--- src/hw/rtl/tslw_pkg.sv ---
// ----------------------------------------------------------------------------
// tslw_pkg: shared types and constants
// Event and status codes, register indexes, reset values and the
// reciprocal used to divide the ramp step by one thousand.
// ----------------------------------------------------------------------------
`default_nettype none

package tslw_pkg;

  localparam int KindW   = 3;
  localparam int StatusW = 3;
  localparam int IndexW  = 3;
  localparam int VelW    = 16;
  localparam int LimW    = 15;
  localparam int AccelW  = 16;
  localparam int TimeW   = 32;
  localparam int ElapW   = 16;

  // floor(n / 1000) == (n * RECIP) >> RecipShift for every 32-bit n
  localparam int RecipW      = 33;
  localparam int RecipShift  = 42;
  localparam logic [RecipW-1:0] RECIP = 33'd4398046512;
  localparam int ScaledW     = AccelW + RecipW;
  localparam int ProdW       = ScaledW + ElapW;
  localparam int StepW       = ProdW - RecipShift;

  // event kinds
  localparam logic [KindW-1:0] K_COMMAND  = 3'd0;
  localparam logic [KindW-1:0] K_TICK     = 3'd1;
  localparam logic [KindW-1:0] K_STOP     = 3'd2;
  localparam logic [KindW-1:0] K_SAFE_ON  = 3'd3;
  localparam logic [KindW-1:0] K_SAFE_OFF = 3'd4;
  localparam logic [KindW-1:0] K_MANUAL   = 3'd5;
  localparam logic [KindW-1:0] K_REBASE   = 3'd6;

  // result status
  localparam logic [StatusW-1:0] ST_OK       = 3'd0;
  localparam logic [StatusW-1:0] ST_REJECTED = 3'd1;
  localparam logic [StatusW-1:0] ST_NO_OUT   = 3'd2;
  localparam logic [StatusW-1:0] ST_TIMEOUT  = 3'd3;
  localparam logic [StatusW-1:0] ST_SENT     = 3'd4;

  // register indexes
  localparam logic [IndexW-1:0] R_MAX_LINEAR      = 3'd0;
  localparam logic [IndexW-1:0] R_MAX_ANGULAR     = 3'd1;
  localparam logic [IndexW-1:0] R_LINEAR_ACCEL    = 3'd2;
  localparam logic [IndexW-1:0] R_ANGULAR_ACCEL   = 3'd3;
  localparam logic [IndexW-1:0] R_UPDATE_INTERVAL = 3'd4;
  localparam logic [IndexW-1:0] R_COMMAND_TIMEOUT = 3'd5;

  // reset values
  localparam logic [LimW-1:0]   RST_MAX_LINEAR      = 15'd800;
  localparam logic [LimW-1:0]   RST_MAX_ANGULAR     = 15'd2500;
  localparam logic [AccelW-1:0] RST_LINEAR_ACCEL    = 16'd800;
  localparam logic [AccelW-1:0] RST_ANGULAR_ACCEL   = 16'd3000;
  localparam logic [ElapW-1:0]  RST_UPDATE_INTERVAL = 16'd20;
  localparam logic [TimeW-1:0]  RST_COMMAND_TIMEOUT = 32'd350;

  localparam logic [ScaledW-1:0] RST_LIN_SCALED =
    ScaledW'(RST_LINEAR_ACCEL) * ScaledW'(RECIP);
  localparam logic [ScaledW-1:0] RST_ANG_SCALED =
    ScaledW'(RST_ANGULAR_ACCEL) * ScaledW'(RECIP);

  typedef struct packed {
    logic [LimW-1:0]    max_linear;
    logic [LimW-1:0]    max_angular;
    logic [ScaledW-1:0] lin_scaled;
    logic [ScaledW-1:0] ang_scaled;
    logic [ElapW-1:0]   update_interval;
    logic [TimeW-1:0]   command_timeout;
  } cfg_t;

  function automatic logic signed [VelW-1:0] clamp_sym(
    input logic signed [VelW-1:0] v,
    input logic [LimW-1:0]        lim
  );
    logic signed [VelW:0] l;
    logic signed [VelW:0] vv;
    logic signed [VelW:0] r;
    l  = $signed({2'b00, lim});
    vv = $signed({v[VelW-1], v});
    if (vv < -l) begin
      r = -l;
    end else if (vv > l) begin
      r = l;
    end else begin
      r = vv;
    end
    return r[VelW-1:0];
  endfunction

endpackage

`default_nettype wire

--- src/hw/rtl/tslw_if.sv ---
// ----------------------------------------------------------------------------
// tslw_if: channel interfaces
// Event input, result output and register write channels, each with
// valid/ready and its payload.
// ----------------------------------------------------------------------------
`default_nettype none


interface tslw_cfg_if;
  logic                          valid;
  logic                          ready;
  logic [tslw_pkg::IndexW-1:0]   index;
  logic [tslw_pkg::TimeW-1:0]    data;
  modport source (output valid, index, data, input ready);
  modport sink (input valid, index, data, output ready);
endinterface

`default_nettype wire

--- src/hw/rtl/tslw_cfg.sv ---
// ----------------------------------------------------------------------------
// tslw_cfg: register file
// Holds the limits, interval and timeout; stores each ramp rate already
// multiplied by the divide-by-thousand reciprocal.
// ----------------------------------------------------------------------------
`default_nettype none

module tslw_cfg (
  input  logic           clk,
  input  logic           rst,
  tslw_cfg_if.sink       cfg,
  output tslw_pkg::cfg_t regs
);

  logic                           wr;
  logic [tslw_pkg::ScaledW-1:0]   data_scaled;

  assign cfg.ready   = 1'b1;
  assign wr          = cfg.valid && cfg.ready;
  assign data_scaled = tslw_pkg::ScaledW'(cfg.data[tslw_pkg::AccelW-1:0])
                     * tslw_pkg::ScaledW'(tslw_pkg::RECIP);

  always_ff @(posedge clk) begin
    if (rst) begin
      regs.max_linear      <= tslw_pkg::RST_MAX_LINEAR;
      regs.max_angular     <= tslw_pkg::RST_MAX_ANGULAR;
      regs.lin_scaled      <= tslw_pkg::RST_LIN_SCALED;
      regs.ang_scaled      <= tslw_pkg::RST_ANG_SCALED;
      regs.update_interval <= tslw_pkg::RST_UPDATE_INTERVAL;
      regs.command_timeout <= tslw_pkg::RST_COMMAND_TIMEOUT;
    end else if (wr) begin
      unique case (cfg.index)
        tslw_pkg::R_MAX_LINEAR: begin
          regs.max_linear <= cfg.data[tslw_pkg::LimW-1:0];
        end
        tslw_pkg::R_MAX_ANGULAR: begin
          regs.max_angular <= cfg.data[tslw_pkg::LimW-1:0];
        end
        tslw_pkg::R_LINEAR_ACCEL: begin
          regs.lin_scaled <= data_scaled;
        end
        tslw_pkg::R_ANGULAR_ACCEL: begin
          regs.ang_scaled <= data_scaled;
        end
        tslw_pkg::R_UPDATE_INTERVAL: begin
          regs.update_interval <= cfg.data[tslw_pkg::ElapW-1:0];
        end
        tslw_pkg::R_COMMAND_TIMEOUT: begin
          regs.command_timeout <= cfg.data;
        end
        default: begin
        end
      endcase
    end
  end

endmodule

`default_nettype wire

--- src/flat_wrapper.sv ---
// flat-port wrapper written by rule: the top's interface ports become plain ports
module tslw_cfg_flat 
  (clk, rst, regs, cfg_valid, cfg_index, cfg_data, cfg_ready);
  tslw_cfg_if cfg_i ();
  input  logic clk;
  input  logic rst;
  output tslw_pkg::cfg_t regs;
  input wire logic [$bits(cfg_i.valid)-1:0] cfg_valid;
  input wire logic [$bits(cfg_i.index)-1:0] cfg_index;
  input wire logic [$bits(cfg_i.data)-1:0] cfg_data;
  output wire logic [$bits(cfg_i.ready)-1:0] cfg_ready;
  assign cfg_i.valid = cfg_valid;
  assign cfg_i.index = cfg_index;
  assign cfg_i.data = cfg_data;
  assign cfg_ready = cfg_i.ready;
  tslw_cfg u_core (.clk(clk), .rst(rst), .cfg(cfg_i), .regs(regs));
endmodule
--- config.mk ---
export PLATFORM = sky130hd
export DESIGN_NAME = tslw_cfg_flat
export DESIGN_NICKNAME = d
export VERILOG_FILES = /design/src/hw/rtl/tslw_pkg.sv /design/src/hw/rtl/tslw_if.sv /design/src/hw/rtl/tslw_cfg.sv /design/src/flat_wrapper.sv
export SDC_FILE = /design/constraint.sdc
export NUM_CORES = 1
export LEC_CHECK = 0
export ABC_CLOCK_PERIOD_IN_PS = 20400
export BUFFER_PORTS_ARGS = -buffer_cell sky130_fd_sc_hd__buf_2
export CORE_UTILIZATION = 30
export CTS_BUF_LIST = sky130_fd_sc_hd__clkbuf_8
export CTS_CLUSTER_SIZE = 14
export DETAILED_ROUTE_END_ITERATION = 8
export HOLD_SLACK_MARGIN = 0.15
export PLACE_DENSITY = 0.55
export SLEW_MARGIN = 40
export SYNTH_ARGS = -nofsm -noshare
export SYNTH_HDL_FRONTEND = slang
export SYNTH_SLANG_ARGS = --single-unit
--- constraint.sdc ---
create_clock -name clk -period 20.4 [get_ports clk]
set_input_delay 4.08 -clock clk [delete_from_list [all_inputs] [get_ports clk]]
set_output_delay 4.08 -clock clk [all_outputs]
set_load 0.01 [all_outputs]
==> results of run 1 <==
how the worst max path moves through the flow:
stage | start | end | slack [ns] | depth (start not counted)
2_1_floorplan | cfg_data[4] | u_core.regs[139] | 11.11 | 20
3_3_place_gp | cfg_data[5] | u_core.regs[139] | 10.23 | 23
3_5_place_dp | cfg_data[5] | u_core.regs[139] | 10.19 | 23
4_1_cts | cfg_data[5] | u_core.regs[139] | 10.66 | 23
5_1_grt | cfg_data[5] | u_core.regs[96] | 10.26 | 23
6_report | cfg_data[5] | u_core.regs[139] | 10.55 | 23
placed cells by master (no fill, tap or decap), types with 13 or more instances in the layout:
cell,n
nand2b_1,13
dfxtp_1,168
fa_1,121
inv_1,229
a21o_1,22
nand3b_1,22
a21oi_1,144
nand2_1,264
nor3_1,13
xnor2_1,20
nand3_1,14
buf_2,204
o21ai_0,32
nor2_1,62
a211o_1,21
ha_1,172
clkbuf_8,18
metal layers:
metal | track usage [%] | wire length (um)
met5 | 0 | 0
met4 | 5.92 | 1050
met3 | 3.95 | 2400
met2 | 29.3 | 18100
met1 | 26.6 | 19600
stage by stage:
step	util [%]	cells	power (mW)	area (sq um)	hold slack, ns
floorplan	-	1534	1.62	13200	0.476
global placement	34.1	2262	2.19	14700	0.437
detailed placement	34.1	2262	2.19	14700	0.443
CTS	35.1	2293	2.46	15100	0.456
global route	35.1	2293	2.69	15100	0.479
finish	35.1	2293	2.45	15100	0.453
critical path, stage by stage:
cell and delay (ns):
buf_2 0.30, inv_1 0.18, ha_1 0.35, inv_1 0.08, fa_1 0.48, inv_1 0.05, fa_1 0.56, inv_1 0.05
fa_1 0.49, inv_1 0.06, fa_1 0.54, inv_1 0.06, fa_1 0.48, ha_1 0.40, nand2_1 0.07, o21ai_0 0.35
a32oi_1 0.14, a21oi_1 0.25, o211ai_1 0.19, o31ai_2 0.39, a41o_1 0.30, nor4b_1 0.07, a211o_1 0.28
report_power, final:
part           internal (mW)  switching [mW]  leakage [nW]  total [mW]
sequential             0.357          0.0156          1.36       0.373
clock                  0.112           0.129         0.190       0.242
combinational          0.662            1.17          5.86        1.83
total                   1.13            1.32          7.41        2.45
final cells by class:
type	instances	area, sq um	share of cell area (%)
multi-input cells	1067	8680	57.4
repair buffers	214	1100	7.29
flip-flops and latches	168	3360	22.2
inverters	228	856	5.66
well taps	585	732	4.84
clock buffers	18	248	1.64
clock inverters	13	146	0.967
logic make-up after synthesis:
logic type	count (synthesis)
and+or+nand+nor	449
DFF	168
muxes	7
xor gates and xnor gates	29
other	2
buffers and inverters	299
AOI/OAI and AO/OA	280
adders and majority gates	293
==> impl_results.md, run 1 <==
- Post-Synth Adder-Cell Area: 34.7%
- Final Max Slew Viols: 0
- # diodes: 0
- CTS H-tree lvls: 4
- CTS tree: done
- Vias in the first global route: 10,900
- Final hold violations: 0
- Core Area: between 40,000 and 50,000 sq um
- Relative slew slack: between 40% and 50%
- Most frequent cell after synthesis: nand2_1
- Yosys top cell area share: 25.5%
- Syn Inst Count: around 1,500
- Period utilization: 48.3%
- Register area share after synthesis: around 26%
- Post-synthesis compound-gate area fraction: about an eighth
- FILL cells: about 4,600
- Fmax: ~100 MHz
- Max reg flops: 168
- Pwr/cell area: approximately 160 nW/um^2
- Cell accounting for the most synthesized area: dfxtp_1
- Setup crit start kind: primary input
- Worst Path Max Fanout: 11
- Layout cells sized above 1: 15.7%
- LEAKAGE: roughly 7.4 nW
- Antenna violations before repair: 0
- FFs w/ async S/R, synth: 0%
- Largest net degree at the start of global routing: 97
- DRC viols: 0
- Clock Sinks: between 150 and 200
- Resize count post-CTS: 0
- Setup CP Type: in -> reg
- WP data arrival: between 10 and 15 ns
- First-pass GRT wire length: 64,400 um
- Total number of vias: between 10,000 and 15,000
- Hold/Removal Path Class: reg -> reg
- Max-Cap Viols: 0
- Drt via density: 4.69
- Worst Min Path Start: u_core.regs[47]
- Die ar.: 44,700 sq um
- Regs by FF count: u_core.regs x168
- Outcome: finished, final reports clean
- YS warnings: 0
- PortBufs: 205
- Hold Path Depth: 2
- Post-CTS setup buffers: 0
- Die W: about 210 um
- Final WL: approximately 40,000 um
- Mux contribution to synthesized area: 0.532%
- Clock transition at path regs: 0.08 ns
- Most flop-heavy register: u_core.regs
- RSZ-0062 raised after global routing: no
- Setup WS pre-CTS: approximately 10 ns
- Routed WL per cell: about 18 um
- Worst VDD drop: ~140 uV
- Clk_lat worst skew: roughly 0.46 ns
- Routed Antenna Nets: 0
- Worst Skew: 0 ns
- Setup crit end kind: register
- Root Buffer: clkbuf_8
- Synthesized cell area: roughly 13,000 sq um
- Main combinational cell family by area after synthesis: adder cells
- Xor-xnor portion of the synthesized cell area: slightly below 2%
- Crit Reg-Reg Endpoint: u_core.regs[141]
- Fin nets: about 2,000
- I/O Pins: between 200 and 250
- Post-synth EDFFs: 0
- Synth Flop Type: dfxtp_1
- Worst R2R Setup Slack: approximately 20 ns
- Syn avg cell area: ~8.6 sq um
- Seq cells post-synth: around 170
- Slew @ Worst Pin: between 0.7 and 0.8 ns
- Area Overhead vs Synth: 14.9%
- Post-synth cell types: 58
- Total global-route track usage: roughly a fifth
- Worst reg2reg path startpoint: u_core.regs[141]
- Starting density of the core: a little under a third
- Area contributors post-synth: dfxtp_1 (26%), fa_1 (18%), ha_1 (16%)
- Simple-gate share of the synthesized area: 15.3%
- Row count: 76
- Hpwl dp: roughly 32,000 um
- WHS Endpoint: u_core.regs[47]
- Final Worst Setup Slack: ~11 ns
- RePlAce Congestion: approximately 0.95
- # setup viols final: 0
- List of most frequent post-synthesis cells: nand2_1 (265), inv_1 (228), ha_1 (172)
- Setup_tns: 0 ns
- Iter 0 DRT Violations: ~640
- Critical path required time: about 21 ns
- # hold bufs at CTS: 0
- Pre-antenna DRT Iters: 5
- Remaining Overflow, GRT: 0
- CTS max path bufs: 2
- Reg2Reg Depth: 2
- Die height: ~210 um
- Tmin final: 9.85 ns
- CTS buffer count: 17
(Power assumes the default switching activity.)
==> run 2, diff against run 1 <==
Settings changed: ABC_CLOCK_PERIOD_IN_PS 20400 to 8300, PLACE_DENSITY 0.55 to 0.56.
Clock period 20.4 ns to 8.3 ns, I/O delays scaled along.
==> run 2 against run 1 <==
Effect of this change: register-to-register slack lost 12 ns; utilization grew 0.20 points; wire length is 0.21% lower; final cell count up 0.52%; sequential cell count stayed put; sequential share of layout area is 0.12 points lower; worst setup slack worse by 9.5 ns; power increased by 140%; global-route usage decreased by 0.064 points; via count up 1.2%; critical path type unchanged; highest routed layer unchanged.
==> impl_results.md, run 2 (same netlist as run 1, synthesis figures left out) <==
- Pwr/cell area: 393 nW/um^2 (was 162 nW/um^2)
- CP max stage delay: 0.54 ns (was 0.56 ns)
- Vias in the first global route: 10,800 (was 10,900)
- Clk_lat worst skew: 0.48 ns (was 0.46 ns)
- RePlAce Congestion: 0.943 (was 0.951)
- Fin area: 15,200 sq um (was 15,100 sq um)
- Tmin final: around 7.3 ns
- Max reg flops: 168 (unchanged)
- Period utilization: between 80% and 90%
- Clock transition at path regs: 0.09 ns (was 0.08 ns)
- Die W: 212 um (unchanged)
- Starting density of the core: 30.5% (unchanged)
- Setup crit start kind: primary input (unchanged)
- CP Cell Sequence: buf_2 > inv_1 > ha_1 > inv_1 > fa_1 > inv_1 > fa_1 > inv_1 > fa_1 > inv_1 > fa_1 > inv_1 > fa_1 > ha_1 > nand2_1 > o21ai_0 > a32oi_1 > a21oi_1 > o211ai_1 > o31ai_2 > a31o_2 > nand3_1 > a311oi_1 (was buf_2 > inv_1 > ha_1 > inv_1 > fa_1 > inv_1 > fa_1 > inv_1 > fa_1 > inv_1 > fa_1 > inv_1 > fa_1 > ha_1 > nand2_1 > o21ai_0 > a32oi_1 > a21oi_1 > o211ai_1 > o31ai_2 > a41o_1 > nor4b_1 > a211o_1)
- Routed Antenna Nets: 0 (unchanged)
- PortBufs: 205 (unchanged)
- Fmax: between 100 and 150 MHz
- Remaining Overflow, GRT: 0 (unchanged)
- # diodes: 0 (unchanged)
- Final WL: 41,100 um (about the same)
- CP startpoint: cfg_data[5] (unchanged)
- Hpwl dp: 33,000 um (was 32,200 um)
- Critical path required time: 8.69 ns (was 20.75 ns)
- I/O Pins: 215 (unchanged)
- Antenna violations before repair: 0 (unchanged)
- Commonest non-fill, non-tap cell in the layout: nand2_1 (unchanged)
- Core Area: 43,200 sq um (unchanged)
- Root Buffer: clkbuf_8 (unchanged)
- Register area: 3360 sq um (unchanged)
- Setup CP Type: in -> reg (unchanged)
- Area of the multi-input gates: 8690 sq um (was 8680 sq um)
- Most flop-heavy register: u_core.regs (unchanged)
- Post-DP Area: 14,800 sq um (was 14,700 sq um)
- Worst VDD drop: 358 uV (was 141 uV)
- Die height: 212 um (unchanged)
- Layout cells sized above 1: 16.3% (was 15.7%)
- Post-CTS setup buffers: 0 (unchanged)
- CTS tree: done (unchanged)
- Area Overhead vs Synth: 15.6% (was 14.9%)
- Total number of vias: 10,900 (was 10,800)
- LEAKAGE: 7.48 nW (was 7.41 nW)
- Final hold violations: 0 (unchanged)
- Relative slew slack: 46.9% (about the same)
- Pre-antenna DRT Iters: 5 (unchanged)
- WP data arrival: 7.67 ns (was 10.20 ns)
- Max-Cap Viols: 0 (unchanged)
- Drt via density: 4.72 (was 4.69)
- FILL cells: 4,567 (was 4,571)
- Final Max Slew Viols: 0 (unchanged)
- # hold bufs at CTS: 0 (unchanged)
- Total global-route track usage: 19.0% (was 19.1%)
- Worst reg2reg path startpoint: u_core.regs[141] (unchanged)
- Regs by FF count: u_core.regs x168 (unchanged)
- # setup viols final: 0 (unchanged)
- Fin nets: 2,038 (was 2,027)
- Resize count post-CTS: 0 (unchanged)
- Setup_tns: 0 ns (unchanged)
- Hold/Removal Path Class: reg -> reg (unchanged)
- Row count: 76 (unchanged)
- Iter 0 DRT Violations: 711 (was 644)
- Clock Sinks: 168 (unchanged)
- Largest net degree at the start of global routing: 79 (was 97)
- RSZ-0062 raised after global routing: no (unchanged)
- Worst R2R Setup Slack: 7.46 ns (was 19.55 ns)
- Worst Skew: 0 ns (unchanged)
- CTS max path bufs: 2 (unchanged)
- Outcome: finished, final reports clean (unchanged)
- Die ar.: 44,700 sq um (unchanged)
- Slowest cell on crit path: fa_1 (unchanged)
- CP dominant cell by count: inv_1 (unchanged)
- Worst Path Max Fanout: 11 (unchanged)
- Routed WL per cell: 17.8 um (was 17.9 um)
- Most frequent cells in the layout: nand2_1 (264), inv_1 (228), buf_2 (204) (was nand2_1 (264), inv_1 (229), buf_2 (204))
- CTS buffer count: 17 (unchanged)
- First-pass GRT wire length: 64,000 um (was 64,400 um)
- CTS H-tree lvls: 4 (unchanged)
- Setup crit end kind: register (unchanged)
- DRC viols: 0 (unchanged)
- Worst Min Path Start: u_core.regs[7] (was u_core.regs[47])
- Slew @ Worst Pin: 0.797 ns (was 0.795 ns)
-- run 2: changes by cell type in the layout (fill, tap and decap cells not counted), sizes merged --
cell | before | now
inv | 232 | 239
buf | 214 | 225
clkinvlp | 4 | 0
bufinv | 2 | 0
-- run 2: worst max-delay path: cells and delay by family --
family | cells | cell delay (ns)
buffers and inverters | 7 | 0.76
AO/OA/AOI/OAI | 7 | 1.81
AND/OR/NAND/NOR | 2 | 0.18
adder cells (fa/ha/maj) | 7 | 3.25
-- run 2: final cells by class --
cell class	count	share of cell area, %
Clock buffer	18	1.63
Clock inverter	14	0.970
Inverter	228	5.62
Multi-Input combinational cell	1067	57.1
Sequential cell	168	22.1
Tap cell	585	4.81
Timing Repair Buffer	225	7.74
-- run 2: report_power, final --
part           switching, mW  internal [mW]  leakage [nW]
combinational           2.85           1.62          5.91
clock                  0.359          0.236         0.205
sequential            0.0400          0.878          1.36
-- run 2: per-layer routing --
layer / wire length, um / global-route usage (%) / up-vias
met5: 0 / 0 / -
met4: 1110 / 6.12 / 0
met3: 2880 / 4.52 / 50
met2: 18100 / 29.2 / 314
met1: 19000 / 26.1 / 5198
li1: - / - / 5314
-- run 2: final timing paths --
check,endpoint,cells past startpoint
min reg2reg,u_core.regs[7],2
min,u_core.regs[7],2
max,u_core.regs[145],23
max reg2reg,u_core.regs[141],2
-- run 2: through the flow --
step	power [mW]	instances	util, %	hold WS, ns	setup WS [ns]
3_3_place_gp	5.39	2273	34.3	0.439	0.560
2_1_floorplan	3.97	1534	-	0.476	1.43
4_1_cts	6.03	2305	35.3	0.460	0.983
3_5_place_dp	5.38	2273	34.3	0.444	0.462
6_report	5.98	2305	35.3	0.457	1.02
5_1_grt	6.60	2305	35.3	0.474	0.550
==> run 3, diff against run 2 <==
Settings changed: CORE_MARGIN from default to 2, CORE_UTILIZATION 30 to 45, PLACE_DENSITY 0.56 to 0.75.
==> run 3 against run 2 <==
Effect of this change: worst setup slack lost 0.0023 ns; sequential share of layout area is 0.42 points higher; critical path type unchanged; worst hold slack worse by 0.0045 ns; largest power group unchanged; critical path depth did not move; highest routed layer unchanged; cell area fell by 1.9%; maximum frequency barely moved; register-to-register slack hardly changed; power is 1.5% lower; largest cell class unchanged; first-iteration DRC count increased by 11%; global-route usage increased by 6.4 points; via count grew 1.4%; clock skew stayed put.
==> impl_results.md, run 3 (same netlist as run 1, synthesis figures left out) <==
- Outcome: finished, final reports clean (unchanged)
- Starting density of the core: 45.8% (was 30.5%)
- Worst reg2reg path startpoint: u_core.regs[141] (unchanged)
- PortBufs: 205 (unchanged)
- Resize count post-CTS: 0 (unchanged)
- Placed Cells: 2,067 (was 2,273)
- # setup viols final: 0 (unchanged)
- Worst Min Path Start: u_core.regs[20] (was u_core.regs[7])
- Tmin final: 7.28 ns (about the same)
- Crit Reg-Reg Endpoint: u_core.regs[141] (unchanged)
- Clock Sinks: 168 (unchanged)
- DRC viols: 0 (unchanged)
- Setup CP Type: in -> reg (unchanged)
- Regs by FF count: u_core.regs x168 (unchanged)
- Core Area: 28,800 sq um (was 43,200 sq um)
- Iter 0 DRT Violations: 789 (was 711)
- Clock transition at path regs: 0.10 ns (was 0.09 ns)
- # diodes: 0 (unchanged)
- Pwr/cell area: 395 nW/um^2 (was 393 nW/um^2)
- Die ar.: 30,700 sq um (was 44,700 sq um)
- Buf/Inv on CP: 7 (unchanged)
- Worst Skew: 0 ns (unchanged)
- CTS buffer count: 17 (unchanged)
- Largest net degree at the start of global routing: 105 (was 79)
- Root Buffer: clkbuf_8 (unchanged)
- Remaining Overflow, GRT: 0 (unchanged)
- Slowest cell on crit path: fa_1 (unchanged)
- Finished Core Util: 51.9% (was 35.3%)
- Worst VDD drop: 259 uV (was 358 uV)
- Vias in the first global route: 10,900 (was 10,800)
- Critical path required time: 8.65 ns (was 8.69 ns)
- Final WL: 37,600 um (was 41,100 um)
- Period utilization: 87.7% (about the same)
- WHS Endpoint: u_core.regs[20] (was u_core.regs[7])
- Fin area: 14,900 sq um (was 15,200 sq um)
- # hold bufs at CTS: 0 (unchanged)
- Commonest non-fill, non-tap cell in the layout: nand2_1 (unchanged)
- Area Overhead vs Synth: 13.4% (was 15.6%)
- Max-Cap Viols: 0 (unchanged)
- CTS max path bufs: 2 (unchanged)
- Worst Path Max Fanout: 11 (unchanged)
- WP data arrival: 7.63 ns (was 7.67 ns)
- Total number of vias: 11,000 (was 10,900)
- Final instance count without filler cells: 2,099 (was 2,305)
- Max reg flops: 168 (unchanged)
- Fmax: 137 MHz (about the same)
- Fin nets: 2,033 (was 2,038)
- FILL cells: 2,696 (was 4,567)
- Layout cells sized above 1: 16.0% (was 16.3%)
- Hold/Removal Path Class: reg -> reg (unchanged)
- LEAKAGE: 7.45 nW (was 7.48 nW)
- Reg2Reg Depth: 2 (unchanged)
- Antenna violations before repair: 0 (unchanged)
- Clk_lat worst skew: 0.45 ns (was 0.48 ns)
- Pre-antenna DRT Iters: 5 (unchanged)
- Final Worst Setup Slack: 1.02 ns (about the same)
- Hpwl dp: 29,600 um (was 33,000 um)
- RSZ-0062 raised after global routing: no (unchanged)
- Most flop-heavy register: u_core.regs (unchanged)
- CP max stage delay: 0.54 ns (about the same)
- CP Cell Sequence: buf_2 > inv_1 > ha_1 > inv_1 > fa_1 > inv_1 > fa_1 > inv_1 > fa_1 > inv_1 > fa_1 > inv_1 > fa_1 > ha_1 > nand2_1 > o21ai_0 > a32oi_1 > a21oi_1 > o211ai_1 > o31ai_2 > a41o_1 > nor4b_1 > a211o_1 (was buf_2 > inv_1 > ha_1 > inv_1 > fa_1 > inv_1 > fa_1 > inv_1 > fa_1 > inv_1 > fa_1 > inv_1 > fa_1 > ha_1 > nand2_1 > o21ai_0 > a32oi_1 > a21oi_1 > o211ai_1 > o31ai_2 > a31o_2 > nand3_1 > a311oi_1)
- Setup crit end kind: register (unchanged)
- CTS H-tree lvls: 4 (unchanged)
- Routed Antenna Nets: 0 (unchanged)
- Setup crit start kind: primary input (unchanged)
- Final Max Slew Viols: 0 (unchanged)
- RePlAce Congestion: 1.00 (was 0.943)
- Setup WS pre-CTS: 0.576 ns (was 0.462 ns)
- I/O Pins: 215 (unchanged)
- CTS tree: done (unchanged)
- Slew @ Worst Pin: 0.816 ns (was 0.797 ns)
- Worst R2R Setup Slack: 7.46 ns (about the same)
- Post-DP Area: 14,500 sq um (was 14,800 sq um)
- Routed WL per cell: 17.9 um (was 17.8 um)
- First-pass GRT wire length: 60,600 um (was 64,000 um)
- CP delay by family, top: adder cells (unchanged)
- Relative slew slack: 45.6% (was 46.9%)
- Drt via density: 5.25 (was 4.72)
- Hold Path Depth: 2 (unchanged)
- CP dominant cell by count: inv_1 (unchanged)
- Total global-route track usage: 25.4% (was 19.0%)
- Die W: 175 um (was 212 um)
- Post-CTS setup buffers: 0 (unchanged)
- Most frequent cells in the layout: nand2_1 (264), inv_1 (229), buf_2 (204) (was nand2_1 (264), inv_1 (228), buf_2 (204))
- Final hold violations: 0 (unchanged)
- Die height: 175 um (was 212 um)
- Row count: 62 (was 76)
- Setup_tns: 0 ns (unchanged)
-- run 3: cell types whose count changed in the layout (fill, tap and decap cells not counted), sizes merged --
cell,change
inv,-3
bufinv,+2
clkinvlp,+2
buf,-5
clkbuf,-1
-- run 3: area by class of cell --
class                   instances  area, sq um  area share, %
multi-input cells            1067         8690           58.2
flip-flops and latches        168         3360           22.5
repair buffers                220         1140           7.67
inverters                     228          856           5.73
well taps                     384          480           3.22
clock buffers                  17          234           1.57
clock inverters                15          165           1.11
-- run 3: power breakdown --
| group | total, mW | internal (mW) | switching [mW] | leakage (nW) |
|---|---|---|---|---|
| sequential | 0.919 | 0.878 | 0.0413 | 1.36 |
| clock | 0.614 | 0.275 | 0.339 | 0.201 |
| combinational | 4.36 | 1.62 | 2.75 | 5.88 |
| total | 5.90 | 2.77 | 3.13 | 7.45 |
-- run 3: how the worst max path moves through the flow --
| stage | from | slack (ns) | cells after the start | end |
|---|---|---|---|---|
| global route | cfg_data[5] | 0.64 | 23 | u_core.regs[145] |
| detailed placement | cfg_data[5] | 0.58 | 23 | u_core.regs[96] |
| floorplan | cfg_data[4] | 1.43 | 20 | u_core.regs[139] |
| CTS | cfg_data[5] | 1.03 | 23 | u_core.regs[96] |
| global placement | cfg_data[5] | 0.62 | 23 | u_core.regs[139] |
| finish | cfg_data[5] | 1.02 | 23 | u_core.regs[139] |
-- run 3: layer usage --
metal	routed length [um]	global-route usage (%)
met1	16700	34.6
met2	17400	41.1
met3	2490	4.46
met4	1080	7.99
met5	0	0
-- run 3: worst min-delay path: stages, from the launching register on --
cell and delay (ns):
dfxtp_1 0.32, nand2_1 0.05, a21oi_1 0.05
-- run 3: through the flow --
stage	power [mW]	hold WS, ns
floorplan	3.97	0.476
global placement	5.18	0.439
detailed placement	5.22	0.443
CTS	5.87	0.457
global route	6.45	0.471
finish	5.90	0.453
