## src/hw/rtl/tslw_pkg.sv

```systemverilog
// ----------------------------------------------------------------------------
// tslw_pkg: shared types and constants
// Event and status codes, register indexes, reset values and the
// reciprocal used to divide the ramp step by one thousand.
// ----------------------------------------------------------------------------
`default_nettype none

package tslw_pkg;

  localparam int KindW   = 3;
  localparam int StatusW = 3;
  localparam int IndexW  = 3;
  localparam int VelW    = 16;
  localparam int LimW    = 15;
  localparam int AccelW  = 16;
  localparam int TimeW   = 32;
  localparam int ElapW   = 16;

  // floor(n / 1000) == (n * RECIP) >> RecipShift for every 32-bit n
  localparam int RecipW      = 33;
  localparam int RecipShift  = 42;
  localparam logic [RecipW-1:0] RECIP = 33'd4398046512;
  localparam int ScaledW     = AccelW + RecipW;
  localparam int ProdW       = ScaledW + ElapW;
  localparam int StepW       = ProdW - RecipShift;

  // event kinds
  localparam logic [KindW-1:0] K_COMMAND  = 3'd0;
  localparam logic [KindW-1:0] K_TICK     = 3'd1;
  localparam logic [KindW-1:0] K_STOP     = 3'd2;
  localparam logic [KindW-1:0] K_SAFE_ON  = 3'd3;
  localparam logic [KindW-1:0] K_SAFE_OFF = 3'd4;
  localparam logic [KindW-1:0] K_MANUAL   = 3'd5;
  localparam logic [KindW-1:0] K_REBASE   = 3'd6;

  // result status
  localparam logic [StatusW-1:0] ST_OK       = 3'd0;
  localparam logic [StatusW-1:0] ST_REJECTED = 3'd1;
  localparam logic [StatusW-1:0] ST_NO_OUT   = 3'd2;
  localparam logic [StatusW-1:0] ST_TIMEOUT  = 3'd3;
  localparam logic [StatusW-1:0] ST_SENT     = 3'd4;

  // register indexes
  localparam logic [IndexW-1:0] R_MAX_LINEAR      = 3'd0;
  localparam logic [IndexW-1:0] R_MAX_ANGULAR     = 3'd1;
  localparam logic [IndexW-1:0] R_LINEAR_ACCEL    = 3'd2;
  localparam logic [IndexW-1:0] R_ANGULAR_ACCEL   = 3'd3;
  localparam logic [IndexW-1:0] R_UPDATE_INTERVAL = 3'd4;
  localparam logic [IndexW-1:0] R_COMMAND_TIMEOUT = 3'd5;

  // reset values
  localparam logic [LimW-1:0]   RST_MAX_LINEAR      = 15'd800;
  localparam logic [LimW-1:0]   RST_MAX_ANGULAR     = 15'd2500;
  localparam logic [AccelW-1:0] RST_LINEAR_ACCEL    = 16'd800;
  localparam logic [AccelW-1:0] RST_ANGULAR_ACCEL   = 16'd3000;
  localparam logic [ElapW-1:0]  RST_UPDATE_INTERVAL = 16'd20;
  localparam logic [TimeW-1:0]  RST_COMMAND_TIMEOUT = 32'd350;

  localparam logic [ScaledW-1:0] RST_LIN_SCALED =
    ScaledW'(RST_LINEAR_ACCEL) * ScaledW'(RECIP);
  localparam logic [ScaledW-1:0] RST_ANG_SCALED =
    ScaledW'(RST_ANGULAR_ACCEL) * ScaledW'(RECIP);

  typedef struct packed {
    logic [LimW-1:0]    max_linear;
    logic [LimW-1:0]    max_angular;
    logic [ScaledW-1:0] lin_scaled;
    logic [ScaledW-1:0] ang_scaled;
    logic [ElapW-1:0]   update_interval;
    logic [TimeW-1:0]   command_timeout;
  } cfg_t;

  function automatic logic signed [VelW-1:0] clamp_sym(
    input logic signed [VelW-1:0] v,
    input logic [LimW-1:0]        lim
  );
    logic signed [VelW:0] l;
    logic signed [VelW:0] vv;
    logic signed [VelW:0] r;
    l  = $signed({2'b00, lim});
    vv = $signed({v[VelW-1], v});
    if (vv < -l) begin
      r = -l;
    end else if (vv > l) begin
      r = l;
    end else begin
      r = vv;
    end
    return r[VelW-1:0];
  endfunction

endpackage

`default_nettype wire

```

## src/hw/rtl/tslw_ramp.sv

```systemverilog
// ----------------------------------------------------------------------------
// tslw_ramp: one-axis slew step
// Moves the current value toward the goal by at most the given step.
// ----------------------------------------------------------------------------
`default_nettype none

module tslw_ramp (
  input  logic signed [tslw_pkg::VelW-1:0]  cur,
  input  logic signed [tslw_pkg::VelW-1:0]  goal,
  input  logic [tslw_pkg::StepW-1:0]        step,
  output logic signed [tslw_pkg::VelW-1:0]  nxt
);

  localparam int W = tslw_pkg::StepW + 2;

  logic signed [W-1:0] c;
  logic signed [W-1:0] g;
  logic signed [W-1:0] s;
  logic signed [W-1:0] up;
  logic signed [W-1:0] dn;

  assign c  = W'(cur);
  assign g  = W'(goal);
  assign s  = $signed({2'b00, step});
  assign up = c + s;
  assign dn = c - s;

  always_comb begin
    priority if (g > up) begin
      nxt = up[tslw_pkg::VelW-1:0];
    end else if (g < dn) begin
      nxt = dn[tslw_pkg::VelW-1:0];
    end else begin
      nxt = goal;
    end
  end

endmodule

`default_nettype wire

```

## config.mk

```make
export PLATFORM = sky130hd
export DESIGN_NAME = tslw_ramp
export DESIGN_NICKNAME = d
export VERILOG_FILES = /design/src/hw/rtl/tslw_pkg.sv /design/src/hw/rtl/tslw_ramp.sv
export SDC_FILE = /design/constraint.sdc
export NUM_CORES = 1
export LEC_CHECK = 0
export ABC_AREA = 0
export BUFFER_PORTS_ARGS = -buffer_cell sky130_fd_sc_hd__buf_2
export CAP_MARGIN = 15
export CELL_PAD_IN_SITES_DETAIL_PLACEMENT = 1
export CELL_PAD_IN_SITES_GLOBAL_PLACEMENT = 1
export CORE_ASPECT_RATIO = 1.1
export CORE_MARGIN = 1.5
export CORE_UTILIZATION = 27
export DETAILED_ROUTE_END_ITERATION = 6
export GPL_TIMING_DRIVEN = 0
export PLACE_DENSITY_LB_ADDON = 0.1
export SYNTH_ARGS = -nofsm -noshare
export SYNTH_HDL_FRONTEND = slang
export SYNTH_SLANG_ARGS = --single-unit
export TNS_END_PERCENT = 10
```

## constraint.sdc

```tcl
create_clock -name vclk -period 10.82
set_input_delay 1.082 -clock vclk [all_inputs]
set_output_delay 1.082 -clock vclk [all_outputs]
set_load 0.005 [all_outputs]
```

==> report_table.html, run 1 <==
<table>
<tr><th>Metric</th><th>Value</th></tr>
<tr><th colspan="2">Global routing</th></tr>
<tr><td>Pin count of the biggest net entering global routing</td><td>23</td></tr>
<tr><td>Gr usage total</td><td>15.0%</td></tr>
<tr><td>Initial antenna violation count</td><td>0</td></tr>
<tr><td>Overflow left after global routing</td><td>0</td></tr>
<tr><td>Number of global-route vias before repair</td><td>4050</td></tr>
<tr><td>First-pass GRT wire length</td><td>19300 µm</td></tr>
<tr><th colspan="2">Route</th></tr>
<tr><td>DRC violation count after routing</td><td>0</td></tr>
<tr><td>First-pass iteration count of the detailed router</td><td>4</td></tr>
<tr><td>Total via count in the routed design</td><td>3907</td></tr>
<tr><td>WL final</td><td>11500 µm</td></tr>
<tr><td>Number of DRC violations after detailed-routing iteration 0</td><td>71</td></tr>
<tr><td>Ratio of routed vias to standard cells</td><td>5.00</td></tr>
<tr><td>Final ANT Viol Nets</td><td>0</td></tr>
<tr><td>WL/cell</td><td>14.7 µm</td></tr>
<tr><th colspan="2">Pwr</th></tr>
<tr><td>Leak</td><td>2.25 nW</td></tr>
<tr><td>Total chip power</td><td>346 µW</td></tr>
<tr><td>Peak ir drop on the vdd network</td><td>0.0214 mV</td></tr>
<tr><td>Power density over the cells</td><td>76.8 nW/µm²</td></tr>
<tr><th colspan="2">Critical path</th></tr>
<tr><td>Data arrival, critical path</td><td>6.49 ns</td></tr>
<tr><td>Cell occurring most often along the worst timing path</td><td>sky130_fd_sc_hd__buf_2</td></tr>
<tr><td>Crit-path slowest cell</td><td>sky130_fd_sc_hd__nor4_1</td></tr>
<tr><td>CP required</td><td>9.74 ns</td></tr>
<tr><td>Cells along the critical path</td><td>buf_2 -&gt; ha_1 -&gt; fa_1 -&gt; nand2b_1 -&gt; a2111oi_2 -&gt; nor4_1 -&gt; a21oi_2 -&gt; a221oi_2 -&gt; o31ai_4 -&gt; a21boi_1 -&gt; xnor2_1 -&gt; ha_1 -&gt; nand3_1 -&gt; or4_1 -&gt; nor3_1 -&gt; nand4_1 -&gt; o311ai_1 -&gt; buf_2 -&gt; buf_4 -&gt; mux2i_1 -&gt; buf_2</td></tr>
<tr><td>Category of the critical setup timing path</td><td>in -&gt; out</td></tr>
<tr><td>Total buffers and inverters traversed by the critical path</td><td>4</td></tr>
<tr><td>Element type at the critical path start</td><td>primary input</td></tr>
<tr><td>Largest fanout on the critical path</td><td>10</td></tr>
<tr><td>Delay of the slowest critical-path stage</td><td>0.62 ns</td></tr>
<tr><td>Largest delay contributor family on the critical path</td><td>simple AND/OR/NAND/NOR gates</td></tr>
<tr><td>Type of element capturing the critical path</td><td>output port</td></tr>
<tr><th colspan="2">Timing</th></tr>
<tr><td>Aggregate negative setup slack</td><td>0 ns</td></tr>
<tr><td>Final setup vio count</td><td>0</td></tr>
<tr><td>Setup repair after global routing missed its margin</td><td>no</td></tr>
<tr><td>Worst setup slack after layout</td><td>3.25 ns</td></tr>
<tr><td>Post-layout min period</td><td>7.57 ns</td></tr>
<tr><td>Slew at the pin closest to its max-slew limit</td><td>0.676 ns</td></tr>
<tr><td>Final Max Slew Viols</td><td>0</td></tr>
<tr><td>Rel. slew slack</td><td>54.5%</td></tr>
<tr><td>Final period util</td><td>70.0%</td></tr>
<tr><td>Final hold violation count</td><td>0</td></tr>
<tr><td>Upper clock frequency limit</td><td>132 MHz</td></tr>
<tr><th colspan="2">Synth</th></tr>
<tr><td>Post-synth design cell area</td><td>3910 µm²</td></tr>
<tr><td>Number of instances in the synthesized netlist</td><td>523</td></tr>
<tr><td>Net count of the mapped netlist</td><td>676</td></tr>
<tr><td>Distinct cell type count after synthesis</td><td>58</td></tr>
<tr><td>Yosys synthesis warning count</td><td>0</td></tr>
<tr><td>Sequential fraction of the synthesis area</td><td>0%</td></tr>
<tr><td>Mean Syn Cell Area</td><td>7.47 µm²</td></tr>
<tr><th colspan="2">Clocking</th></tr>
<tr><td>Buffer count from post-CTS setup fixing</td><td>0</td></tr>
<tr><td>Post-cts hold buffer count</td><td>0</td></tr>
<tr><td>Count of instances resized after the clock tree is built</td><td>0</td></tr>
<tr><th colspan="2">Placed design</th></tr>
<tr><td>Dpl hpwl</td><td>10300 µm</td></tr>
<tr><td>Global placement routability congestion</td><td>0.795</td></tr>
<tr><td>Worst setup slack after placement</td><td>3.14 ns</td></tr>
<tr><td>Count of buffers inserted at the top-level ports</td><td>71</td></tr>
<tr><th colspan="2">Floorplanning</th></tr>
<tr><td>Y dimension of the die</td><td>129 µm</td></tr>
<tr><td>Die X-Extent</td><td>118 µm</td></tr>
<tr><td>Die Outline Area</td><td>15200 µm²</td></tr>
<tr><td>Boundary pin count</td><td>71</td></tr>
<tr><td>Number of rows in the core area</td><td>45</td></tr>
<tr><td>Floorplan Core Area</td><td>14000 µm²</td></tr>
<tr><td>Initial standard-cell utilization of the core</td><td>28.0%</td></tr>
<tr><th colspan="2">Hold path</th></tr>
<tr><td>Worst hold stages</td><td>4</td></tr>
<tr><td>End point of the most critical hold path</td><td>nxt[1]</td></tr>
<tr><td>Path class of the lowest-slack min-delay path</td><td>in -&gt; out</td></tr>
<tr><td>Worst hold start</td><td>goal[1]</td></tr>
<tr><th colspan="2">Layout</th></tr>
<tr><td>Count of clock buffers in the final design</td><td>0</td></tr>
<tr><td>Filler cell count</td><td>1826</td></tr>
<tr><td>Fraction of layout instances using a drive strength above 1</td><td>18.7%</td></tr>
<tr><td>Antenna diode instance count</td><td>0</td></tr>
<tr><td>Count of sequential standard cells</td><td>0</td></tr>
<tr><td>Multi-input combinational cell area</td><td>3570 µm²</td></tr>
<tr><td>Register Area</td><td>0 µm²</td></tr>
<tr><td>Final-stage net count</td><td>749</td></tr>
<tr><td>Syn-to-layout area delta</td><td>15.1%</td></tr>
<tr><th colspan="2">Outcome</th></tr>
<tr><td>Outcome</td><td>finished, final reports clean</td></tr>
<tr><th colspan="2">Flow run</th></tr>
<tr><td>Count of maximum capacitance violations</td><td>0</td></tr>
</table>
cell usage after synthesis, drive strengths merged, types with 2 or more instances:
cell type	count	area share, %
o41ai	2	0.83
inv	63	6.1
mux2i	15	3.8
xnor2	28	6.3
a31oi	6	0.96
mux2	15	4.3
a2111oi	4	1.2
o21a	3	0.58
a21o	14	2.7
or2	2	0.32
a21oi	52	6.8
nand2b	13	2.1
nor3	10	1.4
a311oi	2	0.45
nor4	6	0.96
o22ai	2	0.32
buf	12	1.8
o21bai	7	1.3
nand4	7	1.1
fa	2	1.0
a211oi	7	1.3
nor2	36	3.5
or4	5	1.1
nand2	19	1.8
ha	96	31
nor2b	8	1.3
o31ai	8	1.9
a41oi	2	0.45
a221oi	3	0.99
o21ai	18	2.3
or3	3	0.48
and3	4	0.64
a21boi	2	0.38
nand3	6	0.77
and4	3	0.67
xor2	12	2.7
o211ai	6	1.3
clkbuf	9	0.86
a211o	2	0.45
layout by cell type (no fill, tap or decap), types with 14 or more instances in the layout:
cell,count
sky130_fd_sc_hd__mux2i_1,15
sky130_fd_sc_hd__nor2_1,36
sky130_fd_sc_hd__nand2_1,19
sky130_fd_sc_hd__o21ai_0,18
sky130_fd_sc_hd__mux2_2,15
sky130_fd_sc_hd__ha_1,96
sky130_fd_sc_hd__inv_1,63
sky130_fd_sc_hd__a21oi_1,51
sky130_fd_sc_hd__buf_2,80
sky130_fd_sc_hd__a21o_1,14
sky130_fd_sc_hd__xnor2_1,28
worst max path at each step:
stage,slack [ns],cells past startpoint,startpoint,to
finish,3.25,21,cur[0],nxt[11]
global route,2.81,22,step[1],nxt[11]
CTS,3.12,22,step[1],nxt[11]
detailed placement,3.14,22,step[1],nxt[11]
global placement,3.20,22,step[1],nxt[1]
floorplan,4.47,22,step[3],nxt[1]
stage by stage:
stage / cells / utilization [%] / hold WS [ns] / cell area [µm²]
after floorplan: 523 / - / 2.29 / 3910
after global placement: 782 / 32.2 / 2.55 / 4500
after detailed placement: 782 / 32.2 / 2.57 / 4500
after CTS: 782 / 32.2 / 2.57 / 4500
after global routing: 782 / 32.2 / 2.58 / 4500
final: 782 / 32.2 / 2.56 / 4500
cell type report:
class                           count  area share [%]
Timing Repair Buffer               71            7.90
Inverter                           63            5.26
Buffer                             21            2.34
Tap cell                          188            5.23
Multi-Input combinational cell    439            79.3
layer usage:
layer  part of all wire, %  global-route usage, %
met3                   1.3                  0.308
met1                    46                   18.6
met4                  0.23                  0.287
met2                    52                   30.5
met5                     0                      0
kinds of logic after synthesis:
group                      share of synthesized area (%)
AOI/OAI and AO/OA                                   25.5
and+or+nand+nor                                     16.9
adders and majority gates                           31.8
buffers and inverters                               8.74
xor gates and xnor gates                            8.96
muxes                                               8.16
where the power goes:
group / switching (mW) / internal (mW) / leakage, nW / total, mW
registers: 0 / 0 / 0 / 0
clock network: 0 / 0 / 0 / 0
logic: 0.192 / 0.153 / 2.25 / 0.346
total: 0.192 / 0.153 / 2.25 / 0.346
(Power assumes the default switching activity.)
==> run 2, diff against run 1 <==
==> constraint.sdc (replaced) <==
create_clock -name vclk -period 6.3
set_input_delay 0.63 -clock vclk [all_inputs]
set_output_delay 0.63 -clock vclk [all_outputs]
set_load 0.005 [all_outputs]
==> run 2 against run 1 <==
Net effect:
- via count rose by 0.79%
- highest routed layer unchanged
- design area grew 5.5%
- clock-buffer cell count unchanged
- non-clock buffer count is 6 higher
- power increased by 85%
==> report_table.html, run 2 (synthesis results as in run 1) <==
<table>
<tr><th>Metric</th><th>Value</th></tr>
<tr><th colspan="2">Outcome</th></tr>
<tr><td>Outcome</td><td>finished, final reports clean</td></tr>
<tr><th colspan="2">Placed design</th></tr>
<tr><td>Instance count after placement with tap cells included</td><td>782 (unchanged)</td></tr>
<tr><td>Global placement routability congestion</td><td>0.795 (unchanged)</td></tr>
<tr><td>Standard cell area after detailed placement</td><td>4500 µm² (unchanged)</td></tr>
<tr><td>Count of buffers inserted at the top-level ports</td><td>71 (unchanged)</td></tr>
<tr><td>Dpl hpwl</td><td>10300 µm (unchanged)</td></tr>
<tr><th colspan="2">Route</th></tr>
<tr><td>Total via count in the routed design</td><td>3938 (+0.79%)</td></tr>
<tr><td>WL/cell</td><td>15.1 µm (+2.1%)</td></tr>
<tr><td>WL final</td><td>11900 µm (+2.9%)</td></tr>
<tr><td>Final ANT Viol Nets</td><td>0 (unchanged)</td></tr>
<tr><td>First-pass iteration count of the detailed router</td><td>4 (unchanged)</td></tr>
<tr><td>Number of DRC violations after detailed-routing iteration 0</td><td>88 (+24%)</td></tr>
<tr><td>Ratio of routed vias to standard cells</td><td>5.00 (about the same)</td></tr>
<tr><td>DRC violation count after routing</td><td>0 (unchanged)</td></tr>
<tr><th colspan="2">Timing</th></tr>
<tr><td>Aggregate negative setup slack</td><td>0 ns (unchanged)</td></tr>
<tr><td>Upper clock frequency limit</td><td>165 MHz</td></tr>
<tr><td>Rel. slew slack</td><td>67.2% (+13 points)</td></tr>
<tr><td>Final period util</td><td>96.2%</td></tr>
<tr><td>Post-layout min period</td><td>6.06 ns</td></tr>
<tr><td>Slew at the pin closest to its max-slew limit</td><td>0.479 ns (-0.197 ns)</td></tr>
<tr><td>Final Max Slew Viols</td><td>0 (unchanged)</td></tr>
<tr><td>Final setup vio count</td><td>0 (unchanged)</td></tr>
<tr><td>Final hold violation count</td><td>0 (unchanged)</td></tr>
<tr><th colspan="2">Hold path</th></tr>
<tr><td>End point of the most critical hold path</td><td>nxt[1]</td></tr>
<tr><td>Worst hold stages</td><td>4 (unchanged)</td></tr>
<tr><td>Path class of the lowest-slack min-delay path</td><td>in -&gt; out</td></tr>
<tr><td>Worst hold start</td><td>goal[1]</td></tr>
<tr><th colspan="2">Layout</th></tr>
<tr><td>Multi-input combinational cell area</td><td>3750 µm² (+5.2%)</td></tr>
<tr><td>Cell area after layout</td><td>4750 µm² (+5.5%)</td></tr>
<tr><td>Fraction of layout instances using a drive strength above 1</td><td>23.2% (+4.5 points)</td></tr>
<tr><td>Register Area</td><td>0 µm² (unchanged)</td></tr>
<tr><td>Final Instance Count excl. Fillers</td><td>788 (+0.77%)</td></tr>
<tr><td>Antenna diode instance count</td><td>0 (unchanged)</td></tr>
<tr><td>Final core utilization</td><td>34.0% (+1.8 points)</td></tr>
<tr><td>Syn-to-layout area delta</td><td>21.4%</td></tr>
<tr><td>Filler cell count</td><td>1794 (-1.8%)</td></tr>
<tr><td>Count of sequential standard cells</td><td>0 (unchanged)</td></tr>
<tr><td>Most common library cell in the layout ignoring fill and taps</td><td>sky130_fd_sc_hd__ha_1</td></tr>
<tr><td>Most used cells in the layout excluding fill and tap cells</td><td>sky130_fd_sc_hd__ha_1 (96), sky130_fd_sc_hd__buf_2 (76), sky130_fd_sc_hd__inv_1 (63)</td></tr>
<tr><td>Count of clock buffers in the final design</td><td>0 (unchanged)</td></tr>
<tr><td>Final-stage net count</td><td>755 (+0.80%)</td></tr>
<tr><th colspan="2">Global routing</th></tr>
<tr><td>Pin count of the biggest net entering global routing</td><td>23 (unchanged)</td></tr>
<tr><td>Initial antenna violation count</td><td>0 (unchanged)</td></tr>
<tr><td>Gr usage total</td><td>15.2% (+0.17 points)</td></tr>
<tr><td>Number of global-route vias before repair</td><td>4088 (+0.94%)</td></tr>
<tr><td>First-pass GRT wire length</td><td>19600 µm (+1.1%)</td></tr>
<tr><td>Overflow left after global routing</td><td>0 (unchanged)</td></tr>
<tr><th colspan="2">Floorplanning</th></tr>
<tr><td>Die X-Extent</td><td>118 µm (unchanged)</td></tr>
<tr><td>Boundary pin count</td><td>71 (unchanged)</td></tr>
<tr><td>Initial standard-cell utilization of the core</td><td>28.0% (unchanged)</td></tr>
<tr><td>Y dimension of the die</td><td>129 µm (unchanged)</td></tr>
<tr><td>Floorplan Core Area</td><td>14000 µm² (unchanged)</td></tr>
<tr><td>Die Outline Area</td><td>15200 µm² (unchanged)</td></tr>
<tr><td>Number of rows in the core area</td><td>45 (unchanged)</td></tr>
<tr><th colspan="2">Critical path</th></tr>
<tr><td>Type of element capturing the critical path</td><td>output port</td></tr>
<tr><td>Data arrival, critical path</td><td>5.43 ns (-1.06 ns)</td></tr>
<tr><td>CP required</td><td>5.67 ns (-4.07 ns)</td></tr>
<tr><td>Largest fanout on the critical path</td><td>10 (unchanged)</td></tr>
<tr><td>Element type at the critical path start</td><td>primary input</td></tr>
<tr><td>Category of the critical setup timing path</td><td>in -&gt; out</td></tr>
<tr><th colspan="2">Pwr</th></tr>
<tr><td>Leak</td><td>2.32 nW (+3.1%)</td></tr>
<tr><td>Total chip power</td><td>641 µW (+85%)</td></tr>
<tr><td>Peak ir drop on the vdd network</td><td>0.0374 mV (+75%)</td></tr>
<tr><td>Power density over the cells</td><td>135 nW/µm² (+76%)</td></tr>
<tr><th colspan="2">Flow run</th></tr>
<tr><td>Count of maximum capacitance violations</td><td>0 (unchanged)</td></tr>
</table>
==> run 2: how the worst max path moves through the flow <==
stage                       start  endpoint  slack [ns]  cells past startpoint
after floorplan           step[3]    nxt[1]        0.85                     22
after detailed placement  step[1]   nxt[11]       -0.47                     22
final                      cur[8]    nxt[0]        0.24                     22
after global routing      step[8]   nxt[11]       -0.02                     22
after global placement    step[1]    nxt[1]       -0.41                     22
after CTS                  cur[8]    nxt[0]       0.005                     22
==> run 2: layout make-up <==
cell class	count	area share (%)
repair buffers	78	8.65
plain buffers	20	2.37
inverters	63	4.98
well taps	188	4.96
multi-input cells	439	79.0
==> run 2: per-stage QoR <==
stage,hold slack [ns],worst slack (ns)
after floorplan,1.38,0.850
after global placement,1.65,-0.413
after detailed placement,1.66,-0.471
after CTS,1.66,0.00541
after global routing,1.67,-0.0240
final,1.66,0.236
==> run 2: critical path: stages <==
cell                        delay, ns
sky130_fd_sc_hd__buf_2           0.11
sky130_fd_sc_hd__ha_1            0.27
sky130_fd_sc_hd__buf_2           0.18
sky130_fd_sc_hd__or4_4           0.51
sky130_fd_sc_hd__a2111oi_4       0.33
sky130_fd_sc_hd__nor4_2          0.13
sky130_fd_sc_hd__a21oi_2         0.25
sky130_fd_sc_hd__a221oi_4        0.12
sky130_fd_sc_hd__o31ai_4         0.34
sky130_fd_sc_hd__a21boi_1        0.13
sky130_fd_sc_hd__xnor2_1         0.15
sky130_fd_sc_hd__ha_1            0.31
sky130_fd_sc_hd__nand3_1         0.14
sky130_fd_sc_hd__or4_4           0.57
sky130_fd_sc_hd__nor3_2          0.19
sky130_fd_sc_hd__o31ai_1         0.12
sky130_fd_sc_hd__nand4_1         0.11
sky130_fd_sc_hd__o311ai_1        0.12
sky130_fd_sc_hd__buf_4           0.17
sky130_fd_sc_hd__buf_6           0.16
sky130_fd_sc_hd__a31oi_1         0.23
sky130_fd_sc_hd__buf_2           0.15
==> run 2: power breakdown <==
part | total, mW | leakage [nW] | switching (mW) | internal (mW)
clock network | 0 | 0 | 0 | 0
logic | 0.641 | 2.32 | 0.353 | 0.289
registers | 0 | 0 | 0 | 0
==> run 2: repair_timing <==
action	4_1_cts	5_1_grt
endpoints found under the hold margin	0	0
buffers inserted	6	1
cloned	0	0
endpoints found under the setup margin	16	16
gates resized for setup	9	27
hold buffers	0	0
pin swaps	2	6
==> run 2: routing by layer <==
layer / wire length (µm) / track usage (%) / share of wire (%) / vias up
met5: 0 / 0 / 0 / -
met4: 27 / 0.287 / 0.23 / 0
met3: 137 / 0.308 / 1.2 / 2
met2: 6160 / 30.6 / 52 / 35
met1: 5540 / 18.9 / 47 / 1865
li1: - / - / - / 2036
==> run 3, diff against run 2 <==
--- a/config.mk
+++ b/config.mk
@@ -12,9 +12,8 @@
 export CELL_PAD_IN_SITES_GLOBAL_PLACEMENT = 1
 export CORE_ASPECT_RATIO = 1.1
 export CORE_MARGIN = 1.5
-export CORE_UTILIZATION = 27
+export CORE_UTILIZATION = 39
 export DETAILED_ROUTE_END_ITERATION = 6
-export GPL_TIMING_DRIVEN = 0
 export PLACE_DENSITY_LB_ADDON = 0.1
 export SYNTH_ARGS = -nofsm -noshare
 export SYNTH_HDL_FRONTEND = slang
==> run 3 against run 2 <==
Net effect:
- die area fell by 30%
- via count rose by 0.38%
- combinational power fell by 4.2%
- worst setup slack improved by 0.088 ns
- first-iteration DRC count rose by 4.5%
- sequential share of layout area did not move
- fmax rose by 1.5%
- power fell by 4.2%
- core utilization rose by 12 points
- wire length fell by 4.3%
==> report_table.html, run 3 (synthesis results as in run 1) <==
<table>
<tr><th>Metric</th><th>Value</th></tr>
<tr><th colspan="2">Layout</th></tr>
<tr><td>Count of clock buffers in the final design</td><td>0 (unchanged)</td></tr>
<tr><td>Register Area</td><td>0 µm² (unchanged)</td></tr>
<tr><td>Most used cells in the layout excluding fill and tap cells</td><td>sky130_fd_sc_hd__ha_1 (96), sky130_fd_sc_hd__buf_2 (71), sky130_fd_sc_hd__inv_1 (63)</td></tr>
<tr><td>Final Instance Count excl. Fillers</td><td>711 (-9.8%)</td></tr>
<tr><td>Most common library cell in the layout ignoring fill and taps</td><td>sky130_fd_sc_hd__ha_1</td></tr>
<tr><td>Multi-input combinational cell area</td><td>3620 µm² (-3.5%)</td></tr>
<tr><td>Filler cell count</td><td>1276 (-29%)</td></tr>
<tr><td>Syn-to-layout area delta</td><td>15.1%</td></tr>
<tr><td>Antenna diode instance count</td><td>0 (unchanged)</td></tr>
<tr><td>Count of sequential standard cells</td><td>0 (unchanged)</td></tr>
<tr><td>Final-stage net count</td><td>746 (-1.2%)</td></tr>
<tr><td>Fraction of layout instances using a drive strength above 1</td><td>20.6% (-2.5 points)</td></tr>
<tr><td>Final core utilization</td><td>45.9% (+12 points)</td></tr>
<tr><th colspan="2">Placed design</th></tr>
<tr><td>Global placement routability congestion</td><td>0.913 (+15%)</td></tr>
<tr><td>Count of buffers inserted at the top-level ports</td><td>71 (unchanged)</td></tr>
<tr><td>Instance count after placement with tap cells included</td><td>711 (-9.1%)</td></tr>
<tr><td>Dpl hpwl</td><td>10100 µm (-2.5%)</td></tr>
<tr><th colspan="2">Route</th></tr>
<tr><td>Final ANT Viol Nets</td><td>0 (unchanged)</td></tr>
<tr><td>First-pass iteration count of the detailed router</td><td>4 (unchanged)</td></tr>
<tr><td>Ratio of routed vias to standard cells</td><td>5.56 (+11%)</td></tr>
<tr><td>WL final</td><td>11300 µm (-4.3%)</td></tr>
<tr><td>DRC violation count after routing</td><td>0 (unchanged)</td></tr>
<tr><td>WL/cell</td><td>16.0 µm (+6.0%)</td></tr>
<tr><td>Total via count in the routed design</td><td>3953 (+0.38%)</td></tr>
<tr><td>Number of DRC violations after detailed-routing iteration 0</td><td>92 (+4.5%)</td></tr>
<tr><th colspan="2">Global routing</th></tr>
<tr><td>First-pass GRT wire length</td><td>18600 µm (-4.9%)</td></tr>
<tr><td>Overflow left after global routing</td><td>0 (unchanged)</td></tr>
<tr><td>Met2 global-route usage</td><td>43.0% (+12 points)</td></tr>
<tr><td>Highest-utilization routing layer at the global route stage</td><td>met2</td></tr>
<tr><td>Pin count of the biggest net entering global routing</td><td>22 (-4.3%)</td></tr>
<tr><td>Global-route met3 utilization</td><td>0% (-0.31 points)</td></tr>
<tr><td>Met1 routing resource usage after global routing</td><td>24.5% (+5.5 points)</td></tr>
<tr><td>Number of global-route vias before repair</td><td>4049 (-0.95%)</td></tr>
<tr><td>Gr usage total</td><td>20.6% (+5.5 points)</td></tr>
<tr><td>Initial antenna violation count</td><td>0 (unchanged)</td></tr>
<tr><th colspan="2">Clocking</th></tr>
<tr><td>Count of instances resized after the clock tree is built</td><td>0 (-9)</td></tr>
<tr><td>Buffer count from post-CTS setup fixing</td><td>0 (-6)</td></tr>
<tr><td>Post-cts hold buffer count</td><td>0 (unchanged)</td></tr>
<tr><th colspan="2">Timing</th></tr>
<tr><td>Final Max Slew Viols</td><td>0 (unchanged)</td></tr>
<tr><td>Post-layout min period</td><td>5.98 ns (-0.0880 ns)</td></tr>
<tr><td>Final period util</td><td>94.8% (-1.4 points)</td></tr>
<tr><td>Final setup vio count</td><td>0 (unchanged)</td></tr>
<tr><td>Upper clock frequency limit</td><td>167 MHz (+1.5%)</td></tr>
<tr><td>Aggregate negative setup slack</td><td>0 ns (unchanged)</td></tr>
<tr><td>Slew at the pin closest to its max-slew limit</td><td>0.504 ns (+0.0250 ns)</td></tr>
<tr><td>Rel. slew slack</td><td>66.0% (-1.2 points)</td></tr>
<tr><td>Final hold violation count</td><td>0 (unchanged)</td></tr>
<tr><td>Setup repair after global routing missed its margin</td><td>yes</td></tr>
<tr><th colspan="2">Pwr</th></tr>
<tr><td>Peak ir drop on the vdd network</td><td>0.0610 mV (+63%)</td></tr>
<tr><td>Leak</td><td>2.29 nW (-1.6%)</td></tr>
<tr><td>Total chip power</td><td>614 µW (-4.2%)</td></tr>
<tr><td>Power density over the cells</td><td>136 nW/µm² (+1.1%)</td></tr>
<tr><th colspan="2">Critical path</th></tr>
<tr><td>Element type at the critical path start</td><td>primary input</td></tr>
<tr><td>Crit-path slowest cell</td><td>sky130_fd_sc_hd__or4_1</td></tr>
<tr><td>Total buffers and inverters traversed by the critical path</td><td>3 (-2)</td></tr>
<tr><td>Largest delay contributor family on the critical path</td><td>simple AND/OR/NAND/NOR gates</td></tr>
<tr><td>Cells along the critical path</td><td>buf_2 -&gt; ha_1 -&gt; or3_1 -&gt; o211ai_2 -&gt; a221oi_4 -&gt; o41ai_2 -&gt; a2111oi_2 -&gt; or2_1 -&gt; a311oi_1 -&gt; ha_1 -&gt; nand4_1 -&gt; or4_1 -&gt; nor3_1 -&gt; nand4_1 -&gt; o311ai_4 -&gt; buf_4 -&gt; mux2i_1 -&gt; buf_2</td></tr>
<tr><td>Type of element capturing the critical path</td><td>output port</td></tr>
<tr><td>Data arrival, critical path</td><td>5.35 ns (-0.08 ns)</td></tr>
<tr><td>Largest fanout on the critical path</td><td>12 (+2)</td></tr>
<tr><td>Delay of the slowest critical-path stage</td><td>0.54 ns (-0.03 ns)</td></tr>
<tr><td>CP required</td><td>5.67 ns (about the same)</td></tr>
<tr><td>Category of the critical setup timing path</td><td>in -&gt; out</td></tr>
<tr><th colspan="2">Hold path</th></tr>
<tr><td>Path class of the lowest-slack min-delay path</td><td>in -&gt; out</td></tr>
<tr><th colspan="2">Flow run</th></tr>
<tr><td>Count of maximum capacitance violations</td><td>0 (unchanged)</td></tr>
<tr><th colspan="2">Floorplanning</th></tr>
<tr><td>Die Outline Area</td><td>10600 µm² (-30%)</td></tr>
<tr><td>Number of rows in the core area</td><td>38 (-16%)</td></tr>
<tr><td>Initial standard-cell utilization of the core</td><td>39.9% (+12 points)</td></tr>
<tr><td>Floorplan Core Area</td><td>9790 µm² (-30%)</td></tr>
<tr><td>Die X-Extent</td><td>98.5 µm (-16%)</td></tr>
<tr><td>Y dimension of the die</td><td>108 µm (-16%)</td></tr>
<tr><td>Boundary pin count</td><td>71 (unchanged)</td></tr>
<tr><th colspan="2">Outcome</th></tr>
<tr><td>Outcome</td><td>finished, final reports clean</td></tr>
</table>
==> run 3: cell count changes in the layout (fill, tap and decap cells not counted), moves of 3 or more <==
cell | previous run | this run
sky130_fd_sc_hd__buf_4 | 9 | 18
sky130_fd_sc_hd__a21oi_1 | 48 | 51
sky130_fd_sc_hd__clkbuf_1 | 8 | 0
sky130_fd_sc_hd__clkbuf_4 | 3 | 0
sky130_fd_sc_hd__buf_2 | 76 | 71
sky130_fd_sc_hd__a21oi_2 | 4 | 1
==> run 3: area by class of cell <==
cell class         instances  area share (%)
multi-input cells        439            80.5
repair buffers            89            10.9
well taps                120            3.34
inverters                 63            5.26
==> run 3: path summary, 6_finish.rpt <==
path	slack [ns]	depth (start not counted)	from	end
worst max-delay path	0.32	18	cur[2]	nxt[3]
worst min-delay path	1.62	4	goal[1]	nxt[1]
==> run 3: metrics by stage <==
| stage | worst slack (ns) | hold slack [ns] | instance area, µm² |
|---|---|---|---|
| CTS | 0.162 | 1.63 | 4460 |
| floorplan | 0.850 | 1.38 | 3910 |
| detailed placement | 0.197 | 1.63 | 4460 |
| global placement | 0.210 | 1.62 | 4460 |
| finish | 0.324 | 1.62 | 4500 |
| global route | -0.0205 | 1.65 | 4500 |
==> run 3: routing by layer <==
metal	vias to the layer above	wire length, µm	share of wire, %
met1	1884	5010	44
met3	4	147	1.3
met4	0	51	0.45
li1	2019	-	-
met2	46	6140	54
met5	-	0	0
==> run 3: power breakdown <==
part | switching, mW | internal, mW | total, mW
logic | 0.334 | 0.280 | 0.614
registers | 0 | 0 | 0
clock network | 0 | 0 | 0
==> run 3: tightest hold or removal path: cells and delay by family <==
kind	cells	cell delay, ns
buffers and inverters	2	0.24
AO/OA/AOI/OAI	1	0.07
AND/OR/NAND/NOR	1	0.05
